## config.mk

```make
export PLATFORM = sky130hd
export DESIGN_NAME = bgle_front
export DESIGN_NICKNAME = d
export VERILOG_FILES = /design/src/rtl/bgle_pkg.sv /design/src/rtl/bgle_front.sv
export SDC_FILE = /design/constraint.sdc
export NUM_CORES = 1
export LEC_CHECK = 0
export ABC_AREA = 1
export BUFFER_PORTS_ARGS = -buffer_cell sky130_fd_sc_hd__buf_2
export CAP_MARGIN = 20
export CORE_ASPECT_RATIO = 1.4
export CORE_MARGIN = 4
export CORE_UTILIZATION = 30
export DETAILED_ROUTE_END_ITERATION = 16
export PLACE_DENSITY = 0.51
export SYNTH_ARGS = -nofsm -noshare
export SYNTH_HDL_FRONTEND = slang
export SYNTH_SLANG_ARGS = --single-unit
export TNS_END_PERCENT = 10
```

## constraint.sdc

```tcl
create_clock -name clk_i -period 4.4 [get_ports clk_i]
set_input_delay 0.66 -clock clk_i [delete_from_list [all_inputs] [get_ports clk_i]]
set_output_delay 0.66 -clock clk_i [all_outputs]
set_load 0.05 [all_outputs]
```

## src/rtl/bgle_pkg.sv

```systemverilog
`timescale 1ns / 1ps
// ----------------------------------------------------------------------------
// bgle_pkg: shared types and constants of the gate-list engine
// Word and result layouts, command codes and store geometry.
// ----------------------------------------------------------------------------
package bgle_pkg;

  localparam int RAM_WORDS     = 16384;
  localparam int OP_BITS       = 2;
  localparam int MAP_POSITIONS = 128;
  localparam int AW            = $clog2(RAM_WORDS);
  localparam int MW            = $clog2(MAP_POSITIONS);
  localparam int CMDQ_DEPTH    = 2;

  localparam logic [2:0] KIND_MAP_IN  = 3'd0;
  localparam logic [2:0] KIND_MAP_OUT = 3'd1;
  localparam logic [2:0] KIND_START   = 3'd2;
  localparam logic [2:0] KIND_PLAIN   = 3'd3;
  localparam logic [2:0] KIND_GATE    = 3'd4;
  localparam logic [2:0] KIND_READ    = 3'd5;

  typedef struct packed {
    logic [2:0]  kind;
    logic [9:0]  index;
    logic [15:0] map_addr;
    logic [7:0]  plain_byte;
    logic [7:0]  op_byte;
    logic [7:0]  dst_low;
    logic [15:0] src_a;
    logic [15:0] src_b;
  } item_t;

  typedef enum logic [1:0] {
    ST_OK    = 2'd0,
    ST_ABORT = 2'd1,
    ST_RANGE = 2'd2,
    ST_SLICE = 2'd3
  } status_e;

  typedef struct packed {
    logic [7:0] cipher_byte;
    status_e    status;
  } res_t;

  typedef enum logic [1:0] {
    OP_XOR = 2'd0,
    OP_AND = 2'd1,
    OP_OR  = 2'd2,
    OP_NOT = 2'd3
  } op_e;

  typedef enum logic [3:0] {
    CMD_MAP_IN,
    CMD_MAP_OUT,
    CMD_START,
    CMD_PLAIN,
    CMD_GATE,
    CMD_READ,
    CMD_REPORT,
    CMD_GATE_BAD,
    CMD_GATE_RANGE,
    CMD_READ_SLICE
  } cmd_e;

  typedef struct packed {
    cmd_e          cmd;
    status_e       status;
    logic [MW-1:0] pos;
    logic [AW-1:0] addr;
    logic [AW-1:0] src_a;
    logic [AW-1:0] src_b;
    op_e           op;
    logic [5:0]    slot;
    logic [3:0]    nib;
    logic [7:0]    pbyte;
  } cmd_t;

  typedef enum logic [3:0] {
    S_IDLE,
    S_CLR_MAP,
    S_CLR_WR,
    S_PL_MAP,
    S_PL_RD,
    S_PL_WR,
    S_G_B,
    S_G_WR,
    S_RD_MAP,
    S_RD_WORD,
    S_RD_BIT
  } state_e;

endpackage

```

## src/rtl/bgle_front.sv

```systemverilog
`timescale 1ns / 1ps
// ----------------------------------------------------------------------------
// bgle_front: input side of the gate-list engine
// Accepts words, classifies them into commands and queues them.
// ----------------------------------------------------------------------------
module bgle_front (
  input  logic             clk_i,
  input  logic             rst_ni,
  input  logic             push,
  output logic             full,
  input  bgle_pkg::item_t  item_i,
  input  logic             cfg_we_i,
  input  logic [6:0]       cfg_wdata_i,
  output logic             cmd_valid_o,
  output bgle_pkg::cmd_t   cmd_o,
  input  logic             cmd_take_i
);

  localparam int PW = (bgle_pkg::CMDQ_DEPTH > 1) ? $clog2(bgle_pkg::CMDQ_DEPTH) : 1;
  localparam int CW = $clog2(bgle_pkg::CMDQ_DEPTH + 1);

  logic [6:0]      slice_count_q;
  logic [6:0]      eff_slices;
  logic [15:0]     dst_full;
  logic            slice_bad, map_bad, gate_bad_rng, op_bad;
  logic [bgle_pkg::OP_BITS-1:0] opc_raw;
  bgle_pkg::cmd_t  c;
  bgle_pkg::cmd_t  q_mem [bgle_pkg::CMDQ_DEPTH];
  logic [PW-1:0]   wr_q, rd_q;
  logic [CW-1:0]   cnt_q;
  logic            do_push;

  always_ff @(posedge clk_i or negedge rst_ni) begin
    if (!rst_ni) begin
      slice_count_q <= 7'd64;
    end else if (cfg_we_i) begin
      slice_count_q <= cfg_wdata_i;
    end
  end

  // Classify
  always_comb begin
    eff_slices   = (slice_count_q > 7'd64) ? 7'd64 : slice_count_q;
    slice_bad    = ({1'b0, item_i.index[9:4]} >= eff_slices);
    map_bad      = ({1'b0, item_i.index} >= 11'(bgle_pkg::MAP_POSITIONS)) ||
                   ({1'b0, item_i.map_addr} >= 17'(bgle_pkg::RAM_WORDS));
    dst_full     = {8'(item_i.op_byte >> bgle_pkg::OP_BITS), item_i.dst_low};
    opc_raw      = item_i.op_byte[bgle_pkg::OP_BITS-1:0];
    op_bad       = (opc_raw > bgle_pkg::OP_BITS'(3));
    gate_bad_rng = ({1'b0, dst_full} >= 17'(bgle_pkg::RAM_WORDS)) ||
                   ({1'b0, item_i.src_a} >= 17'(bgle_pkg::RAM_WORDS)) ||
                   ((opc_raw != bgle_pkg::OP_BITS'(3)) &&
                    ({1'b0, item_i.src_b} >= 17'(bgle_pkg::RAM_WORDS)));

    c        = '0;
    c.status = bgle_pkg::ST_OK;
    c.pos    = item_i.index[bgle_pkg::MW-1:0];
    c.addr   = item_i.map_addr[bgle_pkg::AW-1:0];
    c.src_a  = item_i.src_a[bgle_pkg::AW-1:0];
    c.src_b  = item_i.src_b[bgle_pkg::AW-1:0];
    c.op     = bgle_pkg::op_e'(opc_raw[1:0]);
    c.slot   = item_i.index[9:4];
    c.nib    = item_i.index[3:0];
    c.pbyte  = item_i.plain_byte;
    unique case (item_i.kind) inside
      bgle_pkg::KIND_MAP_IN, bgle_pkg::KIND_MAP_OUT: begin
        if (map_bad) begin
          c.cmd    = bgle_pkg::CMD_REPORT;
          c.status = bgle_pkg::ST_RANGE;
        end else begin
          c.cmd = (item_i.kind == bgle_pkg::KIND_MAP_IN) ? bgle_pkg::CMD_MAP_IN
                                                          : bgle_pkg::CMD_MAP_OUT;
        end
      end
      bgle_pkg::KIND_START: c.cmd = bgle_pkg::CMD_START;
      bgle_pkg::KIND_PLAIN: begin
        if (slice_bad) begin
          c.cmd    = bgle_pkg::CMD_REPORT;
          c.status = bgle_pkg::ST_SLICE;
        end else begin
          c.cmd = bgle_pkg::CMD_PLAIN;
        end
      end
      bgle_pkg::KIND_GATE: begin
        c.addr = dst_full[bgle_pkg::AW-1:0];
        if (op_bad) begin
          c.cmd = bgle_pkg::CMD_GATE_BAD;
        end else if (gate_bad_rng) begin
          c.cmd = bgle_pkg::CMD_GATE_RANGE;
        end else begin
          c.cmd = bgle_pkg::CMD_GATE;
        end
      end
      bgle_pkg::KIND_READ: begin
        c.cmd = slice_bad ? bgle_pkg::CMD_READ_SLICE : bgle_pkg::CMD_READ;
      end
      default: begin
        c.cmd    = bgle_pkg::CMD_REPORT;
        c.status = bgle_pkg::ST_ABORT;
      end
    endcase
  end

  // Command queue
  assign full        = (cnt_q == CW'(bgle_pkg::CMDQ_DEPTH));
  assign do_push     = push && !full;
  assign cmd_valid_o = (cnt_q != '0);
  assign cmd_o       = q_mem[rd_q];

  always_ff @(posedge clk_i) begin
    if (do_push) begin
      q_mem[wr_q] <= c;
    end
  end

  always_ff @(posedge clk_i or negedge rst_ni) begin
    if (!rst_ni) begin
      wr_q  <= '0;
      rd_q  <= '0;
      cnt_q <= '0;
    end else begin
      if (do_push) begin
        wr_q <= (wr_q == PW'(bgle_pkg::CMDQ_DEPTH - 1)) ? '0 : wr_q + 1'b1;
      end
      if (cmd_take_i) begin
        rd_q <= (rd_q == PW'(bgle_pkg::CMDQ_DEPTH - 1)) ? '0 : rd_q + 1'b1;
      end
      cnt_q <= cnt_q + CW'(do_push) - CW'(cmd_take_i);
    end
  end

endmodule

```

== Word level (Yosys, flattened, before mapping) ==
Memories as Yosys holds them, arrays and structs flattened.
Cells that the tools add are included.
Word-level totals
  memories: 1
  output and inout port bits: 77
  flip-flop bits (word level): 11
  input bits: 97
  RAM bits: 150
Cells by class
  equality and inequality tests: 7
  muxes and demuxes: 16
  $add $sub $neg: 4
  reduce and logical (&&, ||, !) cells: 10
  order comparisons: 8
Memory list
  q_mem: depth 2, width 75, read ports 1, clocked after memory_dff 0, write ports 1, line bgle_front.sv:28  | bgle_pkg::cmd_t q_mem [bgle_pkg::CMDQ_DEPTH];
Operators with widths (number)
  16-bit by 15-bit >= comparator with 1-bit output (second input constant): 3
  4-bit case mux with 5 select lines: 1
  14-bit by 15-bit >= comparator with 1-bit output (second input constant): 1
  14-bit 2-to-1 mux: 1
  4-bit 2-to-1 mux: 3
  10-bit by 8-bit >= comparator with 1-bit output (second input constant): 1
  6-bit by 7-bit >= comparator with 1-bit output: 1
  7-bit greater-than comparator (second input constant): 1
  7-bit 2-to-1 mux: 1
  3-bit by 2-bit equality test with 1-bit output (second input constant): 2
  3-bit equality test (second input constant): 2
  3-bit 2-to-1 mux: 2
  2-bit case mux with 3 select lines: 1
  1-bit 2-to-1 mux: 5
  2-bit 2-to-1 mux: 2
  3-bit by 1-bit equality test with 1-bit output (second input constant): 1
  3-bit logical NOT: 1
  1-bit logical OR: 3
  3-bit OR reduction: 1
  1-bit adder (second input constant): 2
  2-bit by 1-bit adder with 2-bit output: 1
  2-bit equality test (second input constant): 1
  2-bit greater-than comparator (second input constant): 1
  1-bit logical AND: 2
  5 further kinds: 5

== Longest topological paths before layout ==
Gate-level depths: netlist (run 1).
  depth after elaboration: 6
  depth in mapped cells: 14
  mapped depth without buffers: 14

== Least setup slack after synthesis (run 1) ==
Ideal clock, no wire load.
  kind: input to register
  start point: in push
  end point: mem q_mem[0][0] (netlist bit), enable pin
  arrival time: 3.579 ns
  stages: 2
  setup slack: 0.327 ns
  data required time: 3.906 ns
  path buffers: 0
  cell sequence: o21ai_2 nor2_1
Between the ends
  word-level cells in the longest chain between the ends: 3
Ends and longest elaborated chain
  start, declared: line bgle_front.sv:9  | input logic push,
  1-bit logical AND: line bgle_front.sv:106  | assign do_push = push && !full;
  1-bit 2-to-1 mux: line bgle_front.sv:111  | if (do_push) begin
  1-bit 2-to-1 mux (not written as such): line bgle_front.sv:112  | q_mem[wr_q] <= c;
  end, declared: line bgle_front.sv:28
No other way between the ends.

==> reports/results.ini, run 1 <==
[setup_path]
worstPathMaxFanout = 69
max_stage_delay_ps = 1090
crit_arrival_ps = 2220
path_buf_inv = 1
cp.depth = 2
crit_path_top_delay_cell = dfrtp_4
r2r_cells = 4
crit_path_end_kind = output pin
cpLargestDelayFamily = flip-flops
cp-start-kind = flop
required_ps = 3740
crit_type = flop to output pin
path_cells = mux2_2, buf_2

[sta]
tightest_slew_ps = 1019
hold_ws_ps = 109.2
rsz0062_at_grt = false
fin_ws_ps = 1519
tns_ps = 0
hold_viol = 0
max_freq_mhz = 347.0
clock_skew_ps = 10.07
period_share = 0.6549
max-slew-margin-rel = 0.3203
drv_slew = 0
setup_viol = 0
fin_crit_ps = 2881

[global_route]
grt_max_degree = 70
grt_pass1_vias = 3934
grt_pass1_wl_um = 20420
antenna_found_initial = 2
overflow = 0
grt_util_all_layers = 0.1210

[clock_network]
cts_setup_buffers = 0
holdBufCountCts = 0
cts_tree = done
clkTransAtPathRegs_ps = 60
clockBufferDepth = 2
numCtsBuffers = 17
cts.sinks = 147
cts.repair.resized = 0
htreeDepth = 4
clockRootBuffer = clkbuf_16
clk_latency_ps = 420

[routing]
vias = 3523
postRouteAntennaNets = 0
wl_per_cell_um = 16.25
firstDrtPassIters = 4
drt-total-wl_um = 13360
drc = 0
avgViaCountPerCell = 4.286
initialDrtViolationCount = 208

[power]
p_total_mw = 5.906
max-vdd-ir-drop_mv = 0.6924
powerDensity_nw_per_um2 = 763.0
p_leak_nw = 3.153

[place]
portBuffers = 173
placed_cells = 788
place_ws_ps = 1908
gp_congestion = 0.7407
placed_cell_area_um2 = 7107
dp_hpwl_um = 9334

[synthesis]
synthCells = 378
synth-seq-area-share = 0.7259
ys_warn_count = 0
syn_area_um2 = 6007
syn_nets = 483
yosys.area.top_type_share = 0.6799
ys_types = 26
ys_seq_elements = 147
yosys.area.top_type = edfxtp_1
synth.avg_cell_area_um2 = 15.89
yosys-top-cells-area = edfxtp_1, mux2_2, nand2_1

[die]
dieArea_um2 = 22380
start_util = 0.3039
core_um2 = 19770
die-width_um = 127.6
die_h_um = 175.4
rows = 61
io_pins = 174

[final_layout]
final_layout_size_suffix_gt1_frac = 0.5088
area_growth_pct = 28.87
nNetsFinal = 660
utilization = 0.3916
layout_commonest_cell = buf_2
fin_cells = 822
layout_common_cells = buf_2, edfxtp_1, nand2_1
fin_area_um2 = 7741

[flow_run]
cap_violations = 0

[run_status]
outcome = finished, final reports clean

[hold_path]
hold_class = input port to asynchronous set/reset pin

## registers in the layout, indices dropped and copies added, names as in the netlist
name           count
rd_q               1
cnt_q              2
slice_count_q      7
wr_q               1
q_mem            136
## per-layer routing
metal  vias to the layer above  global-route usage  part of all wire  wire, um
met2                       111              0.2247              0.55      7324
met1                      1679              0.1269              0.38      5027
met5                         -                   0                 0         0
met3                        17             0.03134             0.053       705
met4                         0             0.05265             0.023       301
li1                       1716                   -                 -         -
## where the power goes
part | internal (mW) | switching (mW) | leakage (nW) | total [mW]
clock network | 0.957 | 0.580 | 0.300 | 1.54
registers | 1.90 | 0.208 | 1.39 | 2.11
logic | 0.638 | 1.62 | 1.46 | 2.26
## layout make-up
type | instances | area (um^2)
inverter | 21 | 78.83
sequential | 147 | 4364
clock inverter | 14 | 200.2
antenna | 2 | 5.005
multi-input combinational | 192 | 1448
tap | 252 | 315.3
fill | 1878 | 12030
clock buffer | 18 | 429.2
timing repair buffer | 176 | 900.9
## worst paths after layout
kind / from / end / slack (ps)
min: rst_ni / cnt_q[0] / 110
max in group asynchronous: rst_ni / slice_count_q[6] / 4020
min reg2reg: slice_count_q[6] / slice_count_q[6] / 540
max reg2reg: cnt_q[1] / q_mem[1][49] / 2310
max: rd_q / cmd_o[73] / 1520
min in group clk_i: item_i[11] / q_mem[0][31] / 430
## synth_stat cells
library cell,count
a21oi_1,4
a21oi_2,1
and2_1,1
buf_2,6
buf_4,8
buf_6,4
dfrtp_1,10
dfstp_2,1
edfxtp_1,136
ha_1,8
inv_1,19
inv_2,2
mux2_2,61
mux2_4,10
nand2_1,74
nand2_2,2
nand3_1,3
nand4_1,1
nor2_1,10
nor2_4,1
nor3_1,3
o21ai_0,7
o21ai_2,1
or2_2,1
xnor2_1,1
xor2_1,3
## cell families after synthesis
logic type      share of synthesized area
simple gates                      0.06457
xor+xnor                         0.005833
fa+ha+maj                         0.01666
mux                                0.1393
buf+inv                           0.03562
compound gates                    0.01208
flops                              0.7259
No activity file was read; power rests on OpenSTA's default activity.
==> run 2, diff against run 1 <==
--- a/config.mk
+++ b/config.mk
@@ -5,14 +5,14 @@
 export SDC_FILE = /design/constraint.sdc
 export NUM_CORES = 1
 export LEC_CHECK = 0
-export ABC_AREA = 1
+export ABC_AREA = 0
 export BUFFER_PORTS_ARGS = -buffer_cell sky130_fd_sc_hd__buf_2
 export CAP_MARGIN = 20
 export CORE_ASPECT_RATIO = 1.4
 export CORE_MARGIN = 4
 export CORE_UTILIZATION = 30
 export DETAILED_ROUTE_END_ITERATION = 16
-export PLACE_DENSITY = 0.51
+export PLACE_DENSITY = 0.53
 export SYNTH_ARGS = -nofsm -noshare
 export SYNTH_HDL_FRONTEND = slang
 export SYNTH_SLANG_ARGS = --single-unit
==> constraint.sdc (replaced) <==
create_clock -name clk_i -period 2.65 [get_ports clk_i]
set_input_delay 0.3975 -clock clk_i [delete_from_list [all_inputs] [get_ports clk_i]]
set_output_delay 0.3975 -clock clk_i [all_outputs]
set_load 0.05 [all_outputs]
==> run 2 against run 1 <==
Final cell count fell by 8.8%. Count of clock-buffer cells in the layout rose by 2. Flip-flop and latch count did not move. Critical path depth rose by 1. Largest cell class unchanged. Largest power group unchanged. Highest routed layer unchanged.
==> reports/results.ini, run 2 <==
[run_status]
outcome = finished, final reports clean

[final_layout]
nNetsFinal = 594  ; -10%
largest_reg_flops = 136  ; unchanged
fin_cells = 750  ; -8.8%
diodes = 0  ; -2
layout_common_cells = buf_2, edfxtp_1, mux2_2
regMostFlops = q_mem
layout_commonest_cell = buf_2
area_growth_pct = 31.41
final_layout_size_suffix_gt1_frac = 0.6076  ; +0.09877
top_regs = q_mem x136, slice_count_q x7, cnt_q x2

[place]
dp_hpwl_um = 8342  ; -11%
placed_cells = 717  ; -9.0%
portBuffers = 173  ; unchanged
gp_congestion = 0.7083  ; -4.4%

[sta]
hold_viol = 0  ; unchanged
fin_crit_ps = 2461
period_share = 0.9289
max-slew-margin-rel = 0.6439  ; +0.3236
max_freq_mhz = 406.3
drv_slew = 0  ; unchanged
tns_ps = 0  ; unchanged
rsz0062_at_grt = false
clock_skew_ps = 9.417  ; -0.6483 ps
tightest_slew_ps = 532.8  ; -486.6 ps
setup_viol = 0  ; unchanged

[power]
powerDensity_nw_per_um2 = 1294  ; +70%
pwr-share-seq = 0.339  ; -0.018
combPwrFrac = 0.382  ; about the same
p_switching_mw = 3.913  ; +62%
p_leak_nw = 2.973  ; -5.7%
internal_power_mw = 6.098  ; +74%
clock_power_share = 0.279  ; +0.019
swShare = 0.3909  ; -0.01737
max-vdd-ir-drop_mv = 0.6787  ; -2.0%

[global_route]
busiest_layer = met2
grt_pass1_wl_um = 18640  ; -8.7%
grt_max_degree = 69  ; -1.4%
grtUsageMet1 = 0.1267  ; -0.0002319
grt_util_all_layers = 0.1112  ; -0.009728
grtUsageMet3 = 0.03915  ; +0.007814
antenna_found_initial = 0  ; -2
overflow = 0  ; unchanged
use_met2 = 0.1904  ; -0.03437
grt_pass1_vias = 3591  ; -8.7%

[clock_network]
clkTransAtPathRegs_ps = 60  ; about the same
clk_latency_ps = 410  ; about the same
numCtsBuffers = 17  ; unchanged
htreeDepth = 4  ; unchanged
cts_tree = done
clockBufferDepth = 2  ; unchanged
clockRootBuffer = clkbuf_16
cts.sinks = 147  ; unchanged

[routing]
firstDrtPassIters = 4  ; unchanged
drc = 0  ; unchanged
vias = 3284  ; -6.8%
postRouteAntennaNets = 0  ; unchanged
avgViaCountPerCell = 4.379  ; +2.2%
wl_per_cell_um = 16.09  ; -0.98%
initialDrtViolationCount = 152  ; -27%
drt-total-wl_um = 12070  ; -9.7%

[hold_path]
hold_class = input port to flop

[synthesis]
ys_top_cells_by_count = edfxtp_1, mux2_2, dfrtp_1
synth-main-ff-cell = edfxtp_1
syn_area_um2 = 5887  ; -2.0%
syn_nets = 414  ; -14%
ys_warn_count = 0  ; unchanged
ys_types = 35  ; +35%
ys_seq_elements = 147  ; unchanged
synth.avg_cell_area_um2 = 19.05  ; +20%
yosys-top-cells-area = edfxtp_1, mux2_2, dfrtp_1
synthCells = 309  ; -18%
synthArstFlopShare = 0.07483  ; unchanged
yosysMostFrequentCell = edfxtp_1
yosys.area.top_type_share = 0.6937  ; +0.01387
synth-seq-area-share = 0.7407  ; +0.01481
synth_edf_count = 136  ; unchanged
yosys.area.top_type = edfxtp_1

[setup_path]
crit_arrival_ps = 2060  ; -160 ps
cp-start-kind = flop
worstPathMaxFanout = 34  ; -51%
required_ps = 2250  ; -1490 ps
crit_path_end_kind = output pin
crit_type = flop to output pin

[flow_run]
cap_violations = 0  ; unchanged

[die]
start_util = 0.3051  ; +0.001243
die_h_um = 173.7  ; -0.96%
die-width_um = 126.4  ; -0.94%
rows = 60  ; -1.6%
dieArea_um2 = 21960  ; -1.9%
io_pins = 174  ; unchanged
core_um2 = 19290  ; -2.4%

-- run 2: power groups by stage --
stage	logic [mW]	clock network, mW	registers [mW]
2_1_floorplan	3.15	0	3.30
3_3_place_gp	3.86	0	3.44
3_5_place_dp	3.89	0	3.46
4_1_cts	3.90	2.86	3.41
5_1_grt	4.03	2.98	3.45
6_report	3.82	2.80	3.39
-- run 2: final cells by class --
type,instances,area (um^2)
Multi-Input combinational cell,140,1410
Inverter,5,18.77
Timing Repair Buffer,178,943.4
Clock buffer,20,436.7
Tap cell,248,310.3
Fill cell,1808,11560
Clock inverter,12,252.7
Sequential cell,147,4364
-- run 2: kinds of logic (layout without fill, tap and decap cells) --
kind of cell | after synthesis | after routing | synth area share
XOR/XNOR | 4 | 4 | 0.005952
AND/OR/NAND/NOR | 24 | 24 | 0.02572
multiplexers | 90 | 90 | 0.1719
flip-flops | 147 | 147 | 0.7407
adder cells (fa/ha/maj) | 8 | 8 | 0.01700
buffers and inverters | 22 | 215 | 0.02189
AO/OA/AOI/OAI | 14 | 14 | 0.01679
-- run 2: through the flow --
step / cell area, um^2 / total power [mW] / hold slack, ps / util / setup slack [ps]
CTS: 7736 / 10.17 / 141.9 / 0.4010 / 109.2
global route: 7736 / 10.46 / 138.7 / 0.4010 / 74.92
floorplan: 5894 / 6.454 / 101.9 / - / 80.39
finish: 7736 / 10.01 / 165.7 / 0.4010 / 188.5
global placement: 7037 / 7.296 / 278.7 / 0.3647 / 596.9
detailed placement: 7037 / 7.340 / 286.9 / 0.3647 / 576.2
-- run 2: path summary, 6_finish.rpt --
kind                             startpoint  cells after the start               end  slack, ps
setup / recovery                       rd_q                      3         cmd_o[44]        190
hold / removal                   item_i[51]                      1       q_mem[1][3]        170
setup reg to reg           slice_count_q[6]                      7      q_mem[1][73]        640
hold reg to reg            slice_count_q[0]                      1  slice_count_q[0]        500
max in group asynchronous            rst_ni                      2  slice_count_q[6]       2010
min in group asynchronous            rst_ni                      2  slice_count_q[0]        380
-- run 2: timing repair --
item	in CTS	in global routing
hold buffers	1	0
resized for setup	0	0
buffers inserted	0	0
endpoints found under the hold margin	10	0
-- run 2: worst max-delay path: stages (launching register included) --
cell     delay, ps
dfrtp_4        760
buf_4          310
mux2_2         360
buf_2          210
-- run 2: metal layers --
metal | up-vias | share of wire
met5 | - | 0
met4 | 0 | 0.014
met3 | 12 | 0.062
met2 | 105 | 0.52
met1 | 1612 | 0.40
li1 | 1555 | -
==> run 3, diff against run 2 <==
--- a/config.mk
+++ b/config.mk
@@ -12,7 +12,7 @@
 export CORE_MARGIN = 4
 export CORE_UTILIZATION = 30
 export DETAILED_ROUTE_END_ITERATION = 16
-export PLACE_DENSITY = 0.53
+export PLACE_DENSITY = 0.47
 export SYNTH_ARGS = -nofsm -noshare
 export SYNTH_HDL_FRONTEND = slang
 export SYNTH_SLANG_ARGS = --single-unit
==> constraint.sdc (replaced) <==
create_clock -name clk_i -period 2.9 [get_ports clk_i]
set_input_delay 0.435 -clock clk_i [delete_from_list [all_inputs] [get_ports clk_i]]
set_output_delay 0.435 -clock clk_i [all_outputs]
set_load 0.05 [all_outputs]
==> run 3 against run 2 <==
Critical path depth unchanged. Non-clock buffer count up 1. Largest cell class unchanged. Sequential power down 8.8%. Critical endpoint is now cmd_o[12]. Flip-flop and latch count unchanged. Wire length up 0.62%. First-iteration DRC count down 24%. Via count down 1.1%. Largest power group unchanged. Register-to-register slack better by 220 ps. Core utilization down 0.67 points. Final cell count up 0.13%. Sequential share of layout area up 0.96 points. Power down 14%.
==> reports/results.ini, run 3 (same netlist as run 2, synthesis figures left out) <==
[die]
die_h_um = 173.7  ; unchanged
io_pins = 174  ; unchanged
dieArea_um2 = 21960  ; unchanged
core_um2 = 19290  ; unchanged
start_util = 0.3051  ; unchanged
die-width_um = 126.4  ; unchanged
rows = 60  ; unchanged

[power]
powerDensity_nw_per_um2 = 1138  ; -12%
max-vdd-ir-drop_mv = 0.5476  ; -19%
clock_power_share = 0.239  ; -0.040
p_total_mw = 8.656  ; -14%
p_leak_nw = 2.916  ; -1.9%
internal_power_mw = 4.989  ; -18%
swShare = 0.4236  ; +0.03270
pwr-share-seq = 0.357  ; +0.018
combPwrFrac = 0.404  ; +0.022
p_switching_mw = 3.666  ; -6.3%

[final_layout]
area_growth_pct = 29.22
regMostFlops = q_mem
diodes = 0  ; unchanged
top_regs = q_mem x136, slice_count_q x7, cnt_q x2
largest_reg_flops = 136  ; unchanged
layout_commonest_cell = buf_2
layout_common_cells = buf_2, edfxtp_1, mux2_2
fin_cells = 751  ; +0.13%
nNetsFinal = 595  ; +0.17%
final_layout_size_suffix_gt1_frac = 0.6143  ; +0.006744

[global_route]
antenna_found_initial = 0  ; unchanged
grt_util_all_layers = 0.1139  ; +0.002694
grt_pass1_vias = 3549  ; -1.2%
overflow = 0  ; unchanged
grt_pass1_wl_um = 19030  ; +2.1%
grt_max_degree = 38  ; -45%

[clock_network]
numCtsBuffers = 17  ; unchanged
htreeDepth = 4  ; unchanged
cts_setup_buffers = 0  ; unchanged
clockBufferDepth = 2  ; unchanged
holdBufCountCts = 1  ; unchanged
clk_latency_ps = 420  ; about the same
cts_tree = done
clockRootBuffer = clkbuf_16
cts.repair.resized = 0  ; unchanged
clkTransAtPathRegs_ps = 70  ; about the same
cts.sinks = 147  ; unchanged

[routing]
drc = 0  ; unchanged
firstDrtPassIters = 4  ; unchanged
wl_per_cell_um = 16.17  ; +0.49%
postRouteAntennaNets = 0  ; unchanged
drt-total-wl_um = 12140  ; +0.62%
vias = 3247  ; -1.1%
avgViaCountPerCell = 4.324  ; -1.3%
initialDrtViolationCount = 116  ; -24%

[place]
place_ws_ps = 772.1  ; +195.9 ps
placed_cells = 718  ; +0.14%
dp_hpwl_um = 8444  ; +1.2%
portBuffers = 173  ; unchanged
gp_congestion = 0.7219  ; +1.9%

[sta]
rsz0062_at_grt = false
max_freq_mhz = 399.4
fin_ws_ps = 396.5  ; +208.0 ps
setup_viol = 0  ; unchanged
period_share = 0.8633
drv_slew = 0  ; unchanged
tightest_slew_ps = 543.3  ; +10.42 ps
fin_crit_ps = 2504
tns_ps = 0  ; unchanged
hold_viol = 0  ; unchanged
clock_skew_ps = 8.821  ; -0.5955 ps
max-slew-margin-rel = 0.6370  ; -0.006963

[setup_path]
crit_path_top_delay_cell = dfrtp_4
required_ps = 2470  ; +220 ps
worstPathMaxFanout = 35  ; +2.9%
crit_type = flop to output pin
max_stage_delay_ps = 760  ; about the same
path_buf_inv = 2  ; unchanged
cp-start-kind = flop
path_cells = buf_4, mux2_2, buf_2
crit_arrival_ps = 2070  ; about the same
cpLargestDelayFamily = flip-flops
crit_path_end_kind = output pin

[flow_run]
cap_violations = 0  ; unchanged

[run_status]
outcome = finished, final reports clean

[hold_path]
hold_class = input port to flop

## run 3: cell count changes in the layout (fill, tap and decap cells not counted), sizes merged
| cell | delta |
|---|---|
| inv | +7 |
| buf | +1 |
| clkinvlp | +2 |
| clkbuf | -3 |
| bufinv | -7 |
| clkinv | +1 |
## run 3: area by class of cell
| class | count | area, um^2 |
|---|---|---|
| Multi-Input combinational cell | 140 | 1410 |
| Fill cell | 1796 | 11690 |
| Clock buffer | 17 | 425.4 |
| Sequential cell | 147 | 4364 |
| Inverter | 5 | 18.77 |
| Timing Repair Buffer | 179 | 938.4 |
| Tap cell | 248 | 310.3 |
| Clock inverter | 15 | 140.1 |
## run 3: power groups by stage
| stage | registers, mW | logic (mW) | clock network [mW] |
|---|---|---|---|
| 3_3_place_gp | 3.14 | 3.56 | 0 |
| 3_5_place_dp | 3.16 | 3.56 | 0 |
| 5_1_grt | 3.15 | 3.70 | 2.23 |
| 6_report | 3.09 | 3.49 | 2.07 |
| 2_1_floorplan | 3.02 | 2.88 | 0 |
| 4_1_cts | 3.11 | 3.57 | 2.14 |
## run 3: worst reg2reg max path: stages, from the launching register on
cell      delay [ps]
dfstp_2          600
nand2b_1         120
ha_1             230
a21oi_1          150
o21ai_1          120
a21oi_4          200
mux2i_1          250
o211ai_2         100
## run 3: metrics by stage
| stage | hold WS (ps) | util | instance area (um^2) |
|---|---|---|---|
| after floorplan | 139.4 | - | 5889 |
| after global placement | 323.6 | 0.3645 | 7032 |
| after detailed placement | 326.6 | 0.3645 | 7032 |
| after CTS | 173.1 | 0.3943 | 7607 |
| after global routing | 172.0 | 0.3943 | 7607 |
| final | 201.3 | 0.3943 | 7607 |
## run 3: metal layers
layer	GRT usage	vias up	wire length, um
met2	0.1968	106	6366
met1	0.1244	1569	4646
met4	0.04159	0	182
met5	0	-	0
met3	0.04747	14	948
li1	-	1558	-
## run 3: worst paths after layout
kind / from / slack [ps] / endpoint / cells past startpoint
worst max-delay path: rd_q / 400 / cmd_o[12] / 3
worst min register to register: slice_count_q[0] / 500 / slice_count_q[0] / 1
max in group asynchronous: rst_ni / 2220 / slice_count_q[6] / 2
worst min-delay path: item_i[50] / 200 / q_mem[0][2] / 1
min in group asynchronous: rst_ni / 410 / slice_count_q[3] / 2
worst max register to register: slice_count_q[6] / 860 / q_mem[0][73] / 7
